$ cat src/rtl/sv39_ptw_pkg.sv
// ----------------------------------------------------------------------------
// sv39_ptw_pkg
// Shared constants, codes and types of the Sv39 page-table walker.
// ----------------------------------------------------------------------------
package sv39_ptw_pkg;

	localparam int TABLE_PAGES       = 64;
	localparam int ENTRIES_PER_TABLE = 512;
	localparam int SLICE_W           = $clog2(ENTRIES_PER_TABLE);
	localparam int TBL_W             = $clog2(TABLE_PAGES);
	localparam int NFT_W             = $clog2(TABLE_PAGES + 1);
	localparam int STORE_DEPTH       = TABLE_PAGES * ENTRIES_PER_TABLE;
	localparam int ADDR_W            = $clog2(STORE_DEPTH);

	localparam int VA_W    = 39;
	localparam int PA_W    = 56;
	localparam int PERM_W  = 10;
	localparam int PPN_W   = 44;
	localparam int ENTRY_W = 64;
	localparam int OFFS_W  = 12;

	typedef enum logic {
		OP_LOOKUP = 1'b0,
		OP_MAP    = 1'b1
	} op_t;

	typedef enum logic [2:0] {
		ST_OK         = 3'd0,
		ST_BAD_VA     = 3'd1,
		ST_NOT_MAPPED = 3'd2,
		ST_MISALIGNED = 3'd3,
		ST_NO_SPACE   = 3'd4,
		ST_ALREADY    = 3'd5
	} status_t;

	typedef enum logic [2:0] {
		S_CLEAR,
		S_IDLE,
		S_READ,
		S_EVAL,
		S_SWEEP,
		S_LINK,
		S_DONE
	} state_t;

	typedef struct packed {
		op_t               op;
		logic [VA_W-1:0]   va;
		logic [PA_W-1:0]   pa;
		logic [PERM_W-1:0] perm;
	} req_t;

	typedef struct packed {
		status_t            status;
		logic [ENTRY_W-1:0] entry;
	} res_t;

	typedef struct packed {
		logic               we;
		logic               re;
		logic [ADDR_W-1:0]  addr;
		logic [ENTRY_W-1:0] wdata;
	} mem_req_t;

	// 9-bit VPN field of the given level
	function automatic logic [SLICE_W-1:0] vpn_slice(input logic [VA_W-1:0] va,
			input logic [1:0] level);
		logic [SLICE_W-1:0] s;
		case (level)
			2'd2: begin
				s = va[OFFS_W+2*SLICE_W +: SLICE_W];
			end
			2'd1: begin
				s = va[OFFS_W+SLICE_W +: SLICE_W];
			end
			default: begin
				s = va[OFFS_W +: SLICE_W];
			end
		endcase
		return s;
	endfunction

endpackage

$ cat src/rtl/sv39_ptw_walk.sv
// ----------------------------------------------------------------------------
// sv39_ptw_walk
// Walk sequencer: reset clear, three-level walk, table allocation and leaf write.
// ----------------------------------------------------------------------------
module sv39_ptw_walk
	import sv39_ptw_pkg::*;
(
	input  logic               clk,
	input  logic               arst_n,
	input  logic [PPN_W-1:0]   base_ppn,
	input  logic               in_valid,
	output logic               in_ready,
	input  req_t               in_item,
	output logic               res_valid,
	input  logic               res_ready,
	output res_t               res,
	output mem_req_t           mem_req,
	input  logic [ENTRY_W-1:0] mem_rdata
);

	localparam logic [PPN_W-1:0]  PAGES_PPN  = PPN_W'(TABLE_PAGES);
	localparam logic [NFT_W-1:0]  PAGES_NFT  = NFT_W'(TABLE_PAGES);
	localparam logic [ADDR_W-1:0] CLEAR_LAST = ADDR_W'(STORE_DEPTH - 1);

	state_t             state_q, state_d;
	logic [1:0]         level_q, level_d;
	logic [TBL_W-1:0]   tbl_q, tbl_d;
	logic [NFT_W-1:0]   nft_q, nft_d;
	logic [ADDR_W-1:0]  cnt_q, cnt_d;
	req_t               req_q, req_d;
	status_t            status_q, status_d;
	logic [ENTRY_W-1:0] entry_q, entry_d;

	logic [PPN_W-1:0]   k_ppn;
	logic               foreign;
	logic               va_high;
	logic               misaligned;
	logic [ADDR_W-1:0]  walk_addr;

	assign k_ppn      = mem_rdata[PPN_W+PERM_W-1:PERM_W] - base_ppn;
	assign foreign    = k_ppn >= PAGES_PPN;
	assign va_high    = in_item.va[VA_W-1];
	assign misaligned = (|in_item.va[OFFS_W-1:0]) || (|in_item.pa[OFFS_W-1:0]);
	assign walk_addr  = {tbl_q, vpn_slice(req_q.va, level_q)};

	assign in_ready   = (state_q == S_IDLE);
	assign res_valid  = (state_q == S_DONE);
	assign res.status = status_q;
	assign res.entry  = entry_q;

	always_comb begin
		state_d  = state_q;
		level_d  = level_q;
		tbl_d    = tbl_q;
		nft_d    = nft_q;
		cnt_d    = cnt_q;
		req_d    = req_q;
		status_d = status_q;
		entry_d  = entry_q;
		mem_req  = '0;
		case (state_q)
			S_CLEAR: begin
				mem_req.we   = 1'b1;
				mem_req.addr = cnt_q;
				cnt_d        = cnt_q + 1'b1;
				if (cnt_q == CLEAR_LAST) begin
					cnt_d   = '0;
					state_d = S_IDLE;
				end
			end
			S_IDLE: begin
				if (in_valid) begin
					req_d   = in_item;
					level_d = 2'd2;
					tbl_d   = '0;
					entry_d = '0;
					state_d = S_READ;
					if (in_item.op == OP_MAP && misaligned) begin
						status_d = ST_MISALIGNED;
						state_d  = S_DONE;
					end else if (va_high) begin
						status_d = ST_BAD_VA;
						state_d  = S_DONE;
					end
				end
			end
			S_READ: begin
				mem_req.re   = 1'b1;
				mem_req.addr = walk_addr;
				state_d      = S_EVAL;
			end
			S_EVAL: begin
				state_d = S_DONE;
				if (level_q != 2'd0) begin
					if (mem_rdata[0]) begin
						if (foreign) begin
							status_d = (req_q.op == OP_MAP) ? ST_NO_SPACE : ST_NOT_MAPPED;
						end else begin
							tbl_d   = k_ppn[TBL_W-1:0];
							level_d = level_q - 1'b1;
							state_d = S_READ;
						end
					end else if (req_q.op == OP_LOOKUP) begin
						status_d = ST_NOT_MAPPED;
					end else if (nft_q >= PAGES_NFT) begin
						status_d = ST_NO_SPACE;
					end else begin
						cnt_d   = '0;
						state_d = S_SWEEP;
					end
				end else if (mem_rdata[0]) begin
					// valid leaf: report it, map leaves the store alone
					status_d = (req_q.op == OP_MAP) ? ST_ALREADY : ST_OK;
					entry_d  = mem_rdata;
				end else if (req_q.op == OP_LOOKUP) begin
					status_d = ST_NOT_MAPPED;
				end else begin
					mem_req.we    = 1'b1;
					mem_req.addr  = walk_addr;
					mem_req.wdata = {{(ENTRY_W-PPN_W-PERM_W){1'b0}},
						req_q.pa[PA_W-1:OFFS_W], req_q.perm | PERM_W'(1)};
					entry_d       = mem_req.wdata;
					status_d      = ST_OK;
				end
			end
			S_SWEEP: begin
				// zero the new table before it is linked in
				mem_req.we   = 1'b1;
				mem_req.addr = {nft_q[TBL_W-1:0], cnt_q[SLICE_W-1:0]};
				cnt_d        = cnt_q + 1'b1;
				if (&cnt_q[SLICE_W-1:0]) begin
					state_d = S_LINK;
				end
			end
			S_LINK: begin
				mem_req.we    = 1'b1;
				mem_req.addr  = walk_addr;
				mem_req.wdata = {{(ENTRY_W-PPN_W-PERM_W){1'b0}},
					base_ppn + PPN_W'(nft_q), PERM_W'(1)};
				tbl_d         = nft_q[TBL_W-1:0];
				nft_d         = nft_q + 1'b1;
				level_d       = level_q - 1'b1;
				state_d       = S_READ;
			end
			S_DONE: begin
				if (res_ready) begin
					state_d = S_IDLE;
				end
			end
			default: begin
				state_d = S_IDLE;
			end
		endcase
	end

	always_ff @(posedge clk or negedge arst_n) begin
		if (!arst_n) begin
			state_q <= S_CLEAR;
			nft_q   <= NFT_W'(1);
			cnt_q   <= '0;
			level_q <= '0;
			tbl_q   <= '0;
		end else begin
			state_q <= state_d;
			nft_q   <= nft_d;
			cnt_q   <= cnt_d;
			level_q <= level_d;
			tbl_q   <= tbl_d;
		end
	end

	always_ff @(posedge clk) begin
		req_q    <= req_d;
		status_q <= status_d;
		entry_q  <= entry_d;
	end

endmodule

$ cat config.mk
export PLATFORM = sky130hd
export DESIGN_NAME = sv39_ptw_walk
export DESIGN_NICKNAME = d
export VERILOG_FILES = /design/src/rtl/sv39_ptw_pkg.sv /design/src/rtl/sv39_ptw_walk.sv
export SDC_FILE = /design/constraint.sdc
export NUM_CORES = 1
export LEC_CHECK = 0
export ABC_AREA = 1
export BUFFER_PORTS_ARGS = -buffer_cell sky130_fd_sc_hd__buf_2
export CAP_MARGIN = 5
export CELL_PAD_IN_SITES_DETAIL_PLACEMENT = 1
export CELL_PAD_IN_SITES_GLOBAL_PLACEMENT = 1
export CORE_ASPECT_RATIO = 1.75
export CORE_UTILIZATION = 38
export CTS_CLUSTER_DIAMETER = 100
export DETAILED_ROUTE_END_ITERATION = 10
export PLACE_DENSITY_LB_ADDON = 0.3
export SETUP_SLACK_MARGIN = 0.3
export SLEW_MARGIN = 5
export SYNTH_ARGS = -nofsm -noshare
export SYNTH_HDL_FRONTEND = slang
export SYNTH_SLANG_ARGS = --single-unit
$ cat constraint.sdc
create_clock -name clk -period 10.8 [get_ports clk]
set_input_delay 3.24 -clock clk [delete_from_list [all_inputs] [get_ports clk]]
set_output_delay 3.24 -clock clk [all_outputs]
set_load 0.05 [all_outputs]
==> metrics.txt, run 1 <==
outcome=completed; initial core utilization=38.7%; post-CTS sizing=0; commonest non-fill, non-tap cell in the layout=nand2_1; worst hold start=tbl_q[4]; Final Critical Period=9.57 ns; Req. time, crit path=about 7.6 ns; Synth Area per Inst=7.31 um2; Congestion Overflow GR=0; Setup TNS=0 ns; setup bufs post-CTS=0; Die W=144 um; Layout Nets=2464; global-route wire length before repair=~90000 um; Layout area overhead=22.4%; total CTS buffers=17; internal power=1.64 mW; final total power=3.25 mW; VDD IR max=0.000293 V; Pleak=about 8 nW; post-synthesis register bit count=181; RSZ-0062 raised after global routing=no; hpwl dp=50000 um; htree depth=4; Max Cap Viol=0; Num Clock Sinks=181; Final Cycle Share=just under 90%; clock network power share=20.9%; CP endpoint kind=primary output; # rows=90; CTS Hold Bufs=0; Synthesis Warnings=0; switching power=between 1.5 and 2 mW; initial antenna violation count=6; die area=about 36000 um2; final setup violation count=0; Setup Skew=0.0276 ns; Total GRT Usage=around a third; Clk Latency, worst-skew pair=0.50 ns; crit path kind=input pin to primary output; crit path launch=base_ppn[4]; Post-synth EDFFs=148; commonest cells after routing, fill and taps aside=495 x nand2_1, 356 x buf_2, 321 x inv_1, 190 x nor2_1, 148 x edfxtp_1; pwr dens=approximately 200 nW/um2; Mapped Cells=1829; Routed WL=60800 um; Final Cell Area=16400 um2; Top FF cell, synth=edfxtp_1; Max Freq=104 MHz; Finished Core Util=between 40 and 50%; DRT iter0 DRCs=664; PortBufs=around 360; worst hold path class=register to register; reg2reg start=state_q[2]; FFs w/ async S/R, synth=18.2%; Routability Congestion=1.03; post-route ant nets=0; Cell Area, Synth=13400 um2; Max Root-Sink Buffers=2; largest net degree at the start of global routing=just over 60; router iterations before antenna repair=5; via count=14500; DP Area=roughly 16000 um2; Synth cell types=53; fraction of layout cells with a size suffix above 1=21.3%; Reg power frac=about a third; Critical Path AT=6.33 ns; max-slew violation count=0; root buffer cell=clkbuf_16; crit path max fanout=5; Seq/Total Area, Yosys=39.4%; IO Count=368; Via density=5.43; Core Area=34600 um2; vias in the first global route=15800; crit path launch type=input pin; Die Y=~250 um; Clock Pin Slew Worst Setup and Hold Paths=0.08 ns; Routed WL per cell=between 20 and 25 um; Sw Ratio=49.6%; final hold viol count=0; Gate power share=46.5%; Filler Cell Count=4522; slew margin rel.=36.7%; CTS tree=done; Slew @ Worst Pin=about 0.95 ns; DR DRC count=0
[synth_stat cells (11+ instances only)]
cell / count / share of area (%)
nand2_1: 495 / 14
inv_1: 321 / 9.0
nor2_1: 194 / 5.4
edfxtp_1: 148 / 33
nand3_1: 98 / 3.7
o21ai_0: 74 / 2.8
a21oi_1: 69 / 2.6
ha_1: 56 / 5.2
a22oi_1: 53 / 3.0
nor3_1: 39 / 1.5
dfrtp_1: 32 / 6.0
clkbuf_1: 28 / 0.79
a32o_1: 22 / 1.6
nand4_1: 17 / 0.80
nand2_2: 16 / 0.75
nor4_1: 15 / 0.70
xor2_1: 15 / 0.98
nand3b_1: 11 / 0.62
o22ai_1: 11 / 0.51
[final cells by class]
class | instances | area, um2 | share of cell area [%]
Antenna cell | 5 | 12.5 | 0.0765
Clock inverter | 15 | 213 | 1.30
Clock buffer | 17 | 425 | 2.60
Sequential cell | 181 | 5270 | 32.2
Timing Repair Buffer | 370 | 1890 | 11.5
Inverter | 329 | 1230 | 7.55
Multi-Input combinational cell | 1289 | 6750 | 41.2
Tap cell | 460 | 576 | 3.52
[stage by stage]
| step | worst slack (ns) | instances | hold slack, ns |
|---|---|---|---|
| floorplan | 0.661 | 1838 | 0.436 |
| global placement | 1.35 | 2629 | 0.449 |
| detailed placement | 1.29 | 2629 | 0.456 |
| CTS | 1.28 | 2661 | 0.478 |
| global route | 1.04 | 2666 | 0.501 |
| finish | 1.23 | 2666 | 0.478 |
[metal layers]
layer / GRT usage (%) / share of wire [%]
met1: 31.9 / 33
met2: 64.1 / 53
met3: 5.98 / 4.7
met4: 29.5 / 9.1
met5: 0 / 0.025
[registers in the layout, summed over array words and instances, names as in the netlist]
register and flops:
req_q 81, entry_q 64, cnt_q 15, nft_q 7, tbl_q 6, state_q 3
status_q 3, level_q 2
[final timing paths]
path                               end  slack (ns)  cells after the start
setup / recovery           mem_req[46]        1.23                     18
hold / removal                tbl_q[4]        0.48                      2
setup reg to reg           entry_q[54]        6.75                      8
hold reg to reg               tbl_q[4]        0.48                      2
max in group asynchronous   level_q[0]        7.43                      1
min in group asynchronous     cnt_q[0]        2.84                      1
[power groups by stage]
stage	Clock [mW]	Combinational, mW	Sequential [mW]
4_1_cts	0.689	1.51	1.06
2_1_floorplan	0	0.785	1.32
5_1_grt	0.710	1.61	1.08
3_3_place_gp	0	1.48	1.06
3_5_place_dp	0	1.50	1.07
6_report	0.681	1.51	1.06
[logic make-up (layout without fill, tap and decap cells)]
logic type / count (synthesis) / after routing / synth area share (%)
xor+xnor: 19 / 19 / 1.24
compound gates: 277 / 277 / 13.2
flops: 181 / 181 / 39.4
other cells: 1 / 15 / 0.0281
simple gates: 925 / 925 / 29.9
buf+inv: 368 / 731 / 10.6
fa+ha+maj: 58 / 58 / 5.54
[critical path, cell delays in order]
cell     delay [ns]
buf_2          0.14
ha_1           0.38
inv_1          0.06
nor3_1         0.26
a21oi_1        0.14
inv_1          0.16
nand2_1        0.11
a21oi_2        0.12
buf_4          0.17
inv_1          0.15
nor2_4         0.12
inv_1          0.09
nor2_4         0.30
nand3_1        0.24
a21oi_1        0.20
o21ai_1        0.10
nand2_1        0.08
buf_2          0.26
No activity file was read; power rests on OpenSTA's default activity.
==> run 2, diff against run 1 <==
--- a/config.mk
+++ b/config.mk
@@ -11,7 +11,8 @@
 export CELL_PAD_IN_SITES_DETAIL_PLACEMENT = 1
 export CELL_PAD_IN_SITES_GLOBAL_PLACEMENT = 1
 export CORE_ASPECT_RATIO = 1.75
-export CORE_UTILIZATION = 38
+export CORE_MARGIN = 1
+export CORE_UTILIZATION = 30
 export CTS_CLUSTER_DIAMETER = 100
 export DETAILED_ROUTE_END_ITERATION = 10
 export PLACE_DENSITY_LB_ADDON = 0.3
==> run 2 against run 1 <==
  * Cell count is 4.2% higher
  * Non-clock buffer count is 1 higher
  * Clock power about the same
  * Routed wire length grew 2.4%
  * Die area increased by 26%
  * Global-route usage fell by 7.0 points
  * Count of clock-buffer cells in the layout is the same
  * Worst setup slack improved by 0.043 ns
  * Critical path type unchanged
==> metrics.txt, run 2 (same netlist as run 1, synthesis figures left out) <==
outcome=completed; Routed WL=between 60000 and 70000 um; largest register by flop count=req_q; hpwl dp=51900 um; initial antenna violation count=5; final hold viol count=0; DP Area=15900 um2; vias in the first global route=15400; Max Cap Viol=0; Slew @ Worst Pin=1.00 ns; Congestion Overflow GR=0; commonest cells after routing, fill and taps aside=495 x nand2_1, 356 x buf_2, 321 x inv_1, 190 x nor2_1, 148 x edfxtp_1; via count=14200; Setup Skew=0.0159 ns; Req. time, crit path=roughly 7.6 ns; smallest hold slack=0.470 ns; reg2reg start=state_q[0]; root buffer cell=clkbuf_16; worst hold start=tbl_q[1]; setup bufs post-CTS=0; IO Count=between 300 and 400; Hold Path Stages=2; clock network power share=between 20% and 30%; pwr dens=197 nW/um2; Total GRT Usage=27.6%; max-slew violation count=0; Sw Ratio=49.3%; fraction of layout cells with a size suffix above 1=between 20% and 30%; Gate power share=46.7%; Final Cycle Share=between 80% and 90%; total CTS buffers=17; Num Clock Sinks=181; Die Y=281 um; FF-to-FF path depth=9; switching power=between 1.5 and 2 mW; Largest regs=req_q: 81 flops, entry_q: 64 flops, cnt_q: 15 flops; Layout area overhead=23.3%; VDD IR max=0.000196 V; DRT iter0 DRCs=607; die area=45400 um2; post-route ant nets=0; Hold EP=tbl_q[1]; slew margin rel.=32.5%; # rows=102; post-CTS sizing=0; crit path max fanout=5; crit path kind=input pin to primary output; DR DRC count=0; commonest non-fill, non-tap cell in the layout=nand2_1; Die W=162 um; Final Cell Area=between 15000 and 20000 um2; Max Root-Sink Buffers=2; number of flip-flops in the largest register=81; flop-to-flop setup slack=roughly 7.7 ns; final total power=~3.2 mW; worst hold path class=register to register; Critical R2R Capture=entry_q[42]; initial core utilization=slightly above 30%; largest net degree at the start of global routing=54; Final Critical Period=9.53 ns; Routed WL per cell=22.4 um; Layout Nets=2465; Max Freq=105 MHz; Core Area=around 44000 um2; Via density=5.10; CTS Hold Bufs=0; Clk Latency, worst-skew pair=0.49 ns; router iterations before antenna repair=5; global-route wire length before repair=between 90000 and 100000 um; Pleak=about 8.2 nW; final setup violation count=0; CP endpoint kind=primary output; htree depth=4; Routability Congestion=0.986; PortBufs=356; RSZ-0062 raised after global routing=no; Finished Core Util=between 30% and 40%; Clock Pin Slew Worst Setup and Hold Paths=0.07 ns; Reg power frac=32.4%; internal power=1.65 mW; Critical Path AT=6.29 ns; Setup TNS=0 ns; CTS tree=done; crit path launch type=input pin
run 2: cell count changes in the layout (fill, tap and decap cells not counted), moves of 2 or more:
cell,before,now
inv_12,2,0
clkinv_8,6,3
inv_8,4,6
clkinvlp_4,0,2
run 2: through the flow:
step | setup WS (ns) | instances
final | 1.27 | 2778
after global routing | 1.06 | 2776
after CTS | 1.28 | 2774
after detailed placement | 1.29 | 2742
after global placement | 1.35 | 2742
after floorplan | 0.661 | 1838
run 2: worst max-delay path, cell delays in order:
cell and delay [ns]:
buf_2 0.14, ha_1 0.38, inv_1 0.06, nor3_1 0.27, a21oi_1 0.14, inv_1 0.15
nand2_1 0.10, a21oi_2 0.12, buf_4 0.17, inv_1 0.14, nor2_4 0.12, inv_1 0.09
nor2_4 0.30, nand3_1 0.24, a21oi_1 0.19, o21ai_1 0.10, nand2_1 0.07, buf_2 0.26
run 2: layout make-up:
class | instances | area, um2
fillers | 5679 | 27700
well taps | 572 | 716
flip-flops and latches | 181 | 5270
diodes | 4 | 10.0
clock buffers | 17 | 425
inverters | 329 | 1230
multi-input cells | 1289 | 6750
clock inverters | 15 | 184
repair buffers | 371 | 1890
run 2: worst max path at each step:
| stage | from | end | cells past startpoint | slack [ns] |
|---|---|---|---|---|
| final | base_ppn[4] | mem_req[46] | 18 | 1.27 |
| after global routing | base_ppn[2] | mem_req[46] | 18 | 1.06 |
| after CTS | base_ppn[5] | mem_req[23] | 14 | 1.28 |
| after detailed placement | base_ppn[5] | mem_req[23] | 14 | 1.29 |
| after global placement | base_ppn[4] | mem_req[42] | 15 | 1.35 |
| after floorplan | in_valid | entry_q[0] | 4 | 0.66 |
run 2: power by group through the flow:
stage | clock network [mW] | registers (mW) | logic [mW]
2_1_floorplan | 0 | 1.32 | 0.785
3_3_place_gp | 0 | 1.06 | 1.50
3_5_place_dp | 0 | 1.07 | 1.52
4_1_cts | 0.692 | 1.05 | 1.53
5_1_grt | 0.708 | 1.07 | 1.62
6_report | 0.679 | 1.05 | 1.52
run 2: metal layers:
metal / global-route usage [%] / routed length (um) / vias up
met2: 54.0 / 34500 / 428
met5: 0 / 30 / -
met1: 25.1 / 20500 / 6851
met4: 20.8 / 4650 / 4
li1: - / - / 6721
met3: 4.41 / 2540 / 172
